### src/rtl/sha256_pkg.sv
`default_nettype none
package sha256_pkg;

	localparam int unsigned CountWidth = 61;

	typedef struct packed {
		logic [7:0] data_byte;
		logic       has_byte;
		logic       last;
	} in_word_t;

	typedef struct packed {
		logic [31:0] digest_word;
		logic [2:0]  word_index;
		logic        last_word;
	} out_word_t;

	typedef enum logic [2:0] {
		ST_IDLE,
		ST_PAD,
		ST_LOAD,
		ST_ROUND,
		ST_ADD,
		ST_EMIT
	} ctl_state_t;

	// commands from controller to datapath
	typedef struct packed {
		logic       take_byte;
		logic       clr_count;
		logic       pad_write;
		logic       pad_mark;   // this pass places the 0x80 end marker
		logic       pad_len;    // this pass places the bit length
		logic [5:0] pad_pos;
		logic       load;
		logic       round;
		logic [5:0] round_idx;
		logic       add_hash;
		logic       init_hash;
		logic [2:0] emit_idx;
	} sha_cmd_t;

	// status from datapath to controller
	typedef struct packed {
		logic [5:0] fill;
	} sha_sts_t;

	function automatic logic [31:0] ror(input logic [31:0] x, input int unsigned n);
		return (x >> n) | (x << (32 - n));
	endfunction

	function automatic logic [31:0] init_h(input logic [2:0] i);
		logic [31:0] r;
		case (i)
			3'd0: r = 32'h6a09e667;
			3'd1: r = 32'hbb67ae85;
			3'd2: r = 32'h3c6ef372;
			3'd3: r = 32'ha54ff53a;
			3'd4: r = 32'h510e527f;
			3'd5: r = 32'h9b05688c;
			3'd6: r = 32'h1f83d9ab;
			default: r = 32'h5be0cd19;
		endcase
		return r;
	endfunction

	function automatic logic [31:0] round_k(input logic [5:0] t);
		logic [31:0] k [64];
		k = '{
			32'h428a2f98, 32'h71374491, 32'hb5c0fbcf, 32'he9b5dba5,
			32'h3956c25b, 32'h59f111f1, 32'h923f82a4, 32'hab1c5ed5,
			32'hd807aa98, 32'h12835b01, 32'h243185be, 32'h550c7dc3,
			32'h72be5d74, 32'h80deb1fe, 32'h9bdc06a7, 32'hc19bf174,
			32'he49b69c1, 32'hefbe4786, 32'h0fc19dc6, 32'h240ca1cc,
			32'h2de92c6f, 32'h4a7484aa, 32'h5cb0a9dc, 32'h76f988da,
			32'h983e5152, 32'ha831c66d, 32'hb00327c8, 32'hbf597fc7,
			32'hc6e00bf3, 32'hd5a79147, 32'h06ca6351, 32'h14292967,
			32'h27b70a85, 32'h2e1b2138, 32'h4d2c6dfc, 32'h53380d13,
			32'h650a7354, 32'h766a0abb, 32'h81c2c92e, 32'h92722c85,
			32'ha2bfe8a1, 32'ha81a664b, 32'hc24b8b70, 32'hc76c51a3,
			32'hd192e819, 32'hd6990624, 32'hf40e3585, 32'h106aa070,
			32'h19a4c116, 32'h1e376c08, 32'h2748774c, 32'h34b0bcb5,
			32'h391c0cb3, 32'h4ed8aa4a, 32'h5b9cca4f, 32'h682e6ff3,
			32'h748f82ee, 32'h78a5636f, 32'h84c87814, 32'h8cc70208,
			32'h90befffa, 32'ha4506ceb, 32'hbef9a3f7, 32'hc67178f2};
		return k[t];
	endfunction

endpackage
`default_nettype wire

### src/rtl/sha256_dp.sv
`default_nettype none
module sha256_dp (
	input  wire logic                  clk,
	input  wire logic                  arst_n,
	input  wire logic [7:0]            data_byte,
	input  wire sha256_pkg::sha_cmd_t  cmd,
	output sha256_pkg::sha_sts_t       sts,
	output logic [31:0]                digest_word
);

	logic [31:0] w_q [16];
	logic [31:0] v_q [8];
	logic [31:0] h_q [8];
	logic [sha256_pkg::CountWidth-1:0] cnt_q;
	logic [63:0] bits;
	logic [31:0] w15, w2, wn, wt, t1, t2;
	logic [7:0]  pad_byte;
	logic [5:0]  wr_pos;
	logic [7:0]  wr_byte;

	assign sts.fill = cnt_q[5:0];
	assign bits = {cnt_q, 3'b000};
	assign digest_word = h_q[cmd.emit_idx];

	// byte count, cleared at end of message
	always_ff @(posedge clk or negedge arst_n) begin
		if (!arst_n) begin
			cnt_q <= '0;
		end else if (cmd.clr_count) begin
			cnt_q <= '0;
		end else if (cmd.take_byte) begin
			cnt_q <= cnt_q + 1'b1;
		end
	end

	// padding byte: end marker, length byte or zero
	always_comb begin
		if (cmd.pad_mark && cmd.pad_pos == cnt_q[5:0]) begin
			pad_byte = 8'h80;
		end else if (cmd.pad_len && cmd.pad_pos >= 6'd56) begin
			pad_byte = bits[{~cmd.pad_pos[2:0], 3'b000} +: 8];
		end else begin
			pad_byte = 8'h00;
		end
	end

	// bytes go straight into the schedule words, big-endian
	assign wr_pos  = cmd.take_byte ? cnt_q[5:0] : cmd.pad_pos;
	assign wr_byte = cmd.take_byte ? data_byte : pad_byte;

	// rolling message schedule
	assign w15 = w_q[1];
	assign w2  = w_q[14];
	assign wn  = w_q[0] + (sha256_pkg::ror(w15, 7) ^ sha256_pkg::ror(w15, 18) ^ (w15 >> 3))
		+ w_q[9] + (sha256_pkg::ror(w2, 17) ^ sha256_pkg::ror(w2, 19) ^ (w2 >> 10));
	assign wt  = (cmd.round_idx < 6'd16) ? w_q[0] : wn;

	// round function
	assign t1 = v_q[7] + (sha256_pkg::ror(v_q[4], 6) ^ sha256_pkg::ror(v_q[4], 11)
		^ sha256_pkg::ror(v_q[4], 25)) + ((v_q[4] & v_q[5]) ^ (~v_q[4] & v_q[6]))
		+ sha256_pkg::round_k(cmd.round_idx) + wt;
	assign t2 = (sha256_pkg::ror(v_q[0], 2) ^ sha256_pkg::ror(v_q[0], 13)
		^ sha256_pkg::ror(v_q[0], 22)) + ((v_q[0] & v_q[1]) ^ (v_q[0] & v_q[2])
		^ (v_q[1] & v_q[2]));

	always_ff @(posedge clk) begin
		if (cmd.take_byte || cmd.pad_write) begin
			w_q[wr_pos[5:2]][{~wr_pos[1:0], 3'b000} +: 8] <= wr_byte;
		end else if (cmd.load) begin
			for (int j = 0; j < 8; j++) begin
				v_q[j] <= h_q[j];
			end
		end else if (cmd.round) begin
			for (int j = 0; j < 15; j++) begin
				w_q[j] <= w_q[j+1];
			end
			w_q[15] <= wt;
			v_q[7] <= v_q[6];
			v_q[6] <= v_q[5];
			v_q[5] <= v_q[4];
			v_q[4] <= v_q[3] + t1;
			v_q[3] <= v_q[2];
			v_q[2] <= v_q[1];
			v_q[1] <= v_q[0];
			v_q[0] <= t1 + t2;
		end
	end

	// hash words
	always_ff @(posedge clk or negedge arst_n) begin
		if (!arst_n) begin
			for (int j = 0; j < 8; j++) begin
				h_q[j] <= sha256_pkg::init_h(3'(j));
			end
		end else if (cmd.init_hash) begin
			for (int j = 0; j < 8; j++) begin
				h_q[j] <= sha256_pkg::init_h(3'(j));
			end
		end else if (cmd.add_hash) begin
			for (int j = 0; j < 8; j++) begin
				h_q[j] <= h_q[j] + v_q[j];
			end
		end
	end

endmodule
`default_nettype wire

### src/rtl/sha256_ctl.sv
`default_nettype none
module sha256_ctl (
	input  wire logic                       clk,
	input  wire logic                       arst_n,
	input  wire logic                       in_valid,
	output logic                            in_ready,
	input  wire sha256_pkg::in_word_t       in_data,
	output logic                            out_valid,
	input  wire logic                       out_ready,
	output sha256_pkg::out_word_t           out_data,
	input  wire logic [31:0]                digest_word,
	input  wire sha256_pkg::sha_sts_t       sts,
	output sha256_pkg::sha_cmd_t            cmd
);

	sha256_pkg::ctl_state_t state_q, state_d;
	logic [5:0] idx_q, idx_d;
	logic       fin_q, fin_d;   // finalizing the message
	logic       pad_q, pad_d;   // padding of this message has started
	logic       two_q, two_d;   // a second padding block follows
	logic [2:0] emit_q, emit_d;
	logic       acc;

	assign acc = in_valid && in_ready;

	always_ff @(posedge clk or negedge arst_n) begin
		if (!arst_n) begin
			state_q <= sha256_pkg::ST_IDLE;
			idx_q   <= '0;
			fin_q   <= 1'b0;
			pad_q   <= 1'b0;
			two_q   <= 1'b0;
			emit_q  <= '0;
		end else begin
			state_q <= state_d;
			idx_q   <= idx_d;
			fin_q   <= fin_d;
			pad_q   <= pad_d;
			two_q   <= two_d;
			emit_q  <= emit_d;
		end
	end

	// next state and commands
	always_comb begin
		state_d = state_q;
		idx_d   = idx_q;
		fin_d   = fin_q;
		pad_d   = pad_q;
		two_d   = two_q;
		emit_d  = emit_q;
		cmd     = '0;
		cmd.pad_pos   = idx_q;
		cmd.round_idx = idx_q;
		cmd.emit_idx  = emit_q;
		in_ready  = 1'b0;
		out_valid = 1'b0;
		case (state_q)
			sha256_pkg::ST_IDLE: begin
				in_ready = 1'b1;
				if (acc) begin
					cmd.take_byte = in_data.has_byte;
					fin_d = in_data.last;
					if (in_data.has_byte && sts.fill == 6'd63) begin
						state_d = sha256_pkg::ST_LOAD;
					end else if (in_data.last) begin
						state_d = sha256_pkg::ST_PAD;
						idx_d = in_data.has_byte ? sts.fill + 6'd1 : sts.fill;
						pad_d = 1'b1;
						two_d = 1'b0;
					end
				end
			end
			sha256_pkg::ST_PAD: begin
				// first pass marks 0x80 and zeroes; length goes in when it fits
				cmd.pad_write = 1'b1;
				cmd.pad_mark  = !two_q;
				cmd.pad_len   = two_q || (sts.fill < 6'd56);
				if (idx_q == 6'd63) begin
					state_d = sha256_pkg::ST_LOAD;
				end
				idx_d = idx_q + 6'd1;
			end
			sha256_pkg::ST_LOAD: begin
				cmd.load = 1'b1;
				idx_d = '0;
				state_d = sha256_pkg::ST_ROUND;
			end
			sha256_pkg::ST_ROUND: begin
				cmd.round = 1'b1;
				idx_d = idx_q + 6'd1;
				if (idx_q == 6'd63) begin
					state_d = sha256_pkg::ST_ADD;
				end
			end
			sha256_pkg::ST_ADD: begin
				cmd.add_hash = 1'b1;
				if (!fin_q) begin
					state_d = sha256_pkg::ST_IDLE;
				end else if (!pad_q) begin
					// last byte closed a block: a full padding block follows
					pad_d = 1'b1;
					two_d = 1'b0;
					idx_d = sts.fill;
					state_d = sha256_pkg::ST_PAD;
				end else if (!two_q && sts.fill >= 6'd56) begin
					// length did not fit: zero block with length follows
					two_d = 1'b1;
					idx_d = '0;
					state_d = sha256_pkg::ST_PAD;
				end else begin
					emit_d = '0;
					state_d = sha256_pkg::ST_EMIT;
				end
			end
			sha256_pkg::ST_EMIT: begin
				out_valid = 1'b1;
				if (out_ready) begin
					emit_d = emit_q + 3'd1;
					if (emit_q == 3'd7) begin
						cmd.init_hash = 1'b1;
						cmd.clr_count = 1'b1;
						fin_d = 1'b0;
						pad_d = 1'b0;
						two_d = 1'b0;
						state_d = sha256_pkg::ST_IDLE;
					end
				end
			end
			default: begin
				state_d = sha256_pkg::ST_IDLE;
			end
		endcase
	end

	assign out_data.digest_word = digest_word;
	assign out_data.word_index  = emit_q;
	assign out_data.last_word   = (emit_q == 3'd7);

`ifndef ASSERT_OFF
	a_no_accept_busy: assert property (@(posedge clk) disable iff (!arst_n)
		(state_q != sha256_pkg::ST_IDLE) |-> !in_ready)
		else $error("input taken while busy");
	a_emit_order: assert property (@(posedge clk) disable iff (!arst_n)
		(out_valid && out_ready && emit_q != 3'd7) |=> (emit_q == $past(emit_q) + 3'd1))
		else $error("digest word order broken");
	a_round_end: assert property (@(posedge clk) disable iff (!arst_n)
		(state_q == sha256_pkg::ST_ROUND && idx_q == 6'd63) |=>
		(state_q == sha256_pkg::ST_ADD))
		else $error("compression did not end after 64 rounds");
`endif

endmodule
`default_nettype wire

### src/rtl/sha256_stream_hash.sv
`default_nettype none
// Streaming SHA-256 hash engine.
// Input channel (in_valid/in_ready/in_data): one word per message byte;
// has_byte=0 with last=1 closes the message without adding a byte, has_byte=0 last=0 is a no-op.
// Output channel (out_valid/out_ready/out_data): eight digest words after a
// last word, most significant first, last_word set on the eighth.
// A byte word is taken while idle; the 64th byte of a block starts a
// compression (load, 64 rounds of one shared round unit, add).
// After a last word the rest of the open block (n = bytes in it) gets padding
// writes, one byte per cycle, then a compression; when n is 56 or more a zero
// block with the length is padded and compressed as well; when the last byte
// closes a block, its compression comes first and a full padding block
// follows.
// Digest words then leave one per cycle while out_ready is high.
// in_ready is low while padding, compressing or emitting.
// Reset loads the initial hash values and clears the byte count.
// A stalled receiver holds the current digest word; nothing is lost.
module sha256_stream_hash (
	input  wire logic                  clk,
	input  wire logic                  arst_n,
	input  wire logic                  in_valid,
	output logic                       in_ready,
	input  wire sha256_pkg::in_word_t  in_data,
	output logic                       out_valid,
	input  wire logic                  out_ready,
	output sha256_pkg::out_word_t      out_data
);

	sha256_pkg::sha_cmd_t cmd;
	sha256_pkg::sha_sts_t sts;
	logic [31:0]          digest_word;

	sha256_ctl u_ctl (
		.clk(clk), .arst_n(arst_n),
		.in_valid(in_valid), .in_ready(in_ready), .in_data(in_data),
		.out_valid(out_valid), .out_ready(out_ready), .out_data(out_data),
		.digest_word(digest_word), .sts(sts), .cmd(cmd)
	);

	sha256_dp u_dp (
		.clk(clk), .arst_n(arst_n), .data_byte(in_data.data_byte),
		.cmd(cmd), .sts(sts), .digest_word(digest_word)
	);

endmodule
`default_nettype wire
### config.mk
export PLATFORM = sky130hd
export DESIGN_NAME = sha256_stream_hash
export DESIGN_NICKNAME = d
export VERILOG_FILES = /design/src/rtl/sha256_pkg.sv /design/src/rtl/sha256_dp.sv /design/src/rtl/sha256_ctl.sv /design/src/rtl/sha256_stream_hash.sv
export SDC_FILE = /design/constraint.sdc
export NUM_CORES = 2
export LEC_CHECK = 0
export ABC_AREA = 1
export BUFFER_PORTS_ARGS = -buffer_cell sky130_fd_sc_hd__buf_4
export CAP_MARGIN = 30
export CORE_UTILIZATION = 39
export CTS_BUF_LIST = sky130_fd_sc_hd__clkbuf_4
export DETAILED_ROUTE_END_ITERATION = 6
export MAX_ROUTING_LAYER = met4
export PLACE_DENSITY = 0.58
export SYNTH_ARGS = -nofsm -noshare
export SYNTH_HDL_FRONTEND = slang
export SYNTH_SLANG_ARGS = --single-unit
### constraint.sdc
create_clock -name clk -period 11.4 [get_ports clk]
set_input_delay 2.28 -clock clk [delete_from_list [all_inputs] [get_ports clk]]
set_output_delay 2.28 -clock clk [all_outputs]
set_load 0.01 [all_outputs]
==> results.py <==
metrics = {
    "setup_path": {
        "r2r_cells": 42,
        "path_delay_family": "adder cells",
        "crit_buf_inv": 6,
        "startpoint_type": "register",
        "timing.rr.start": "u_dp.w_q[14][20]$_DFFE_PP_",
        "crit_path_max_incr_delay_ps": 890,
        "slowest_stage": "a21boi_0",
        "crit_arrival_ps": 11920,
        "worstSetupPathDepth": 42,
        "endpoint_kind": "register",
        "crit_type": "reg2reg",
        "crit_path_max_fanout": 5,
        "cp.required_ps": 12470,
        "crit_start": "u_dp.w_q[14][20]$_DFFE_PP_",
    },
    "detailed_routing": {
        "wl_mm": 341,
        "via_per_inst": 5.56,
        "drc": 2,
        "first_iter_violations": 6139,
        "ant_nets": 0,
        "vias": 70200,
        "wl_per_cell_um": 27.0,
        "dr.pass1.iters": 7,
    },
    "sta": {
        "max_clock_freq_ghz": 0.0921,
        "fin_skew_ps": 163,
        "finalHoldViolCount": 0,
        "layout_setup_ws_ps": 547,
        "timing.final.crit_share_pct": 95.2,
        "drv_slew": 0,
        "tightest_slew_ps": 1120,
        "setup_viol": 0,
        "finalSetupTns_ps": 0,
        "relSlewSlack_pct": 24.7,
        "layout_min_cycle_time_ps": 10850,
        "holdWs_ps": 440,
        "rsz0062_at_grt": "no",
    },
    "worst_hold_path": {
        "min_from": "u_dp.w_q[15][14]$_DFFE_PP_",
        "whs_path_depth": 2,
        "hp-class": "reg2reg",
    },
    "clocking": {
        "cts.repair.resized": 0,
        "clock-root-buffer": "clkbuf_4",
        "clk_pin_slew_ps": 70,
        "postCtsSetupBuffers": 0,
        "tritoncts": "yes",
        "cts.sinks": 1100,
        "htreeDepth": 5,
        "ctsHoldBuffers": 0,
        "clk_latency_ps": 1440,
        "clk_path_buf_depth": 4,
        "numCtsBuffers": 343,
    },
    "synth": {
        "ys_types": 71,
        "syn_area_sq_mm": 0.0773,
        "yosysMostFrequentCell": "nand2_1",
        "synthCells": 9488,
        "ys_seq_area_share_pct": 40.8,
        "ys_seq_elements": 1100,
        "synth_flop_cell": "edfxtp_1",
        "syn_nets": 10100,
        "ys_top_cells_by_area": "edfxtp_1 30%, nand2_1 12%, ha_1 6.7%",
        "ys_warn_count": 0,
        "synth_area_leader_cell": "edfxtp_1",
        "ys_async_sr_fraction_pct": 30.2,
        "yosysTopAreaCellShare_pct": 29.8,
        "synthTopCellsByCount": "2407 x nand2_1, 1173 x inv_1, 1004 x o21ai_0",
        "synth_edf_count": 768,
        "avgSynthCellArea_sq_um": 8.14,
    },
    "floorplanning": {
        "die_h_um": 447,
        "coreArea_sq_mm": 0.197,
        "initial_core_util_pct": 39.2,
        "row_count": 163,
        "ios": 52,
        "die_width_um": 447,
        "dieArea_sq_mm": 0.200,
    },
    "place": {
        "dpl_worst_slack_ps": 866,
        "port_buffers": 51,
        "hpwl_mm": 261,
        "place_congestion": 1.02,
    },
    "final_layout": {
        "drive_above_1_share_pct": 10.2,
        "area_growth_pct": 10.8,
        "num-nets-final": 10300,
    },
    "flow_run": {
        "drv_cap": 0,
    },
    "global_route": {
        "grt_usage_pct": 34.9,
        "grt_max_degree": 231,
        "overflow": 0,
        "grt_pass1_wl_mm": 486,
        "first_global_vias": 70200,
        "antenna_found_initial": 8,
    },
    "run_status": {
        "status": "finished, violations left",
        "violations": "DRC",
    },
}
## cells by family (layout without fill, tap and decap cells)
family | Yosys count | after routing | share of synthesized area (%)
AOI/OAI and AO/OA | 2311 | 2311 | 16.6
buffers and inverters | 1570 | 2061 | 7.69
muxes | 32 | 32 | 0.418
and+or+nand+nor | 3433 | 3433 | 17.8
xor gates and xnor gates | 419 | 419 | 4.75
adders and majority gates | 623 | 623 | 11.9
DFF | 1100 | 1100 | 40.8
other | 0 | 11 | 0
## stage by stage
| step | std cells | util [%] | instance area (sq um) |
|---|---|---|---|
| after global routing | 12600 | 43.5 | 85600 |
| after detailed placement | 12000 | 41.3 | 81300 |
| final | 12600 | 43.5 | 85700 |
| after global placement | 12000 | 41.1 | 80900 |
| after CTS | 12600 | 43.5 | 85600 |
| after floorplan | 9488 | - | 77300 |
## path summary, 6_finish.rpt
check                                             end  slack (ps)
max in group asynchronous   u_dp.h_q[246]$_DFFE_PN0P_        8120
max                         u_dp.v_q[0][29]$_DFFE_PP_         550
min in group asynchronous  u_dp.cnt_q[60]$_DFFE_PN0P_         950
max reg2reg                 u_dp.v_q[0][29]$_DFFE_PP_         550
min reg2reg                u_dp.w_q[14][14]$_DFFE_PP_         440
min                        u_dp.w_q[14][14]$_DFFE_PP_         440
## state kept, by name, indices dropped and copies added, names as in the netlist
| name | cells |
|---|---|
| u_ctl.emit_q | 3 |
| u_ctl.pad_q | 1 |
| u_ctl.state_q | 3 |
| u_dp.cnt_q | 61 |
| u_dp.w_q | 512 |
| u_dp.v_q | 256 |
| u_ctl.two_q | 1 |
| u_ctl.fin_q | 1 |
| u_dp.h_q | 256 |
| u_ctl.idx_q | 6 |
## final cells by class
| type | count | area [sq um] |
|---|---|---|
| Inverter | 1189 | 4490 |
| Timing Repair Buffer | 275 | 2100 |
| Tap cell | 2640 | 3300 |
| Clock inverter | 71 | 382 |
| Multi-Input combinational cell | 6818 | 39900 |
| Antenna cell | 11 | 27.5 |
| Clock buffer | 526 | 3950 |
| Sequential cell | 1100 | 31500 |
| Fill cell | 20100 | 111000 |
## tightest hold or removal path: cells and delay by family (launching register included)
kind	cells	cell delay [ps]
simple gates	2	100
flops	1	320
## per-layer routing
metal  track usage (%)  share of wire (%)
met1              38.7                 38
met3              4.41                5.4
met5                 -                  0
met2              58.0                 49
met4              24.7                8.3
## cell usage in the layout, fill, tap and decap left out, types with 28 or more instances in the layout
cell      synthesis  layout
a21o_1           40      40
a21oi_1         717     717
a221oi_1         46      46
a31oi_1          90      90
buf_2            25      33
buf_4             3     232
clkbuf_4          0     527
clkinv_1         10      65
dfrtp_1         196     193
dfstp_2         136     136
edfxtp_1        768     768
fa_1            195     195
ha_1            411     411
inv_1          1173    1171
mux2i_1          30      28
nand2_1        2407    2407
nand3_1         244     244
nand4_1          51      51
nor2_1          536     533
nor3_1          113     112
o21a_1           34      34
o21ai_0        1004    1001
o21bai_1         46      46
o22ai_1         177     177
xnor2_1         176     176
xor2_1          243     243
Power is left out: the tool's default activity adds up to more than one toggle a clock period on the data nets, which glitch-free logic cannot reach.
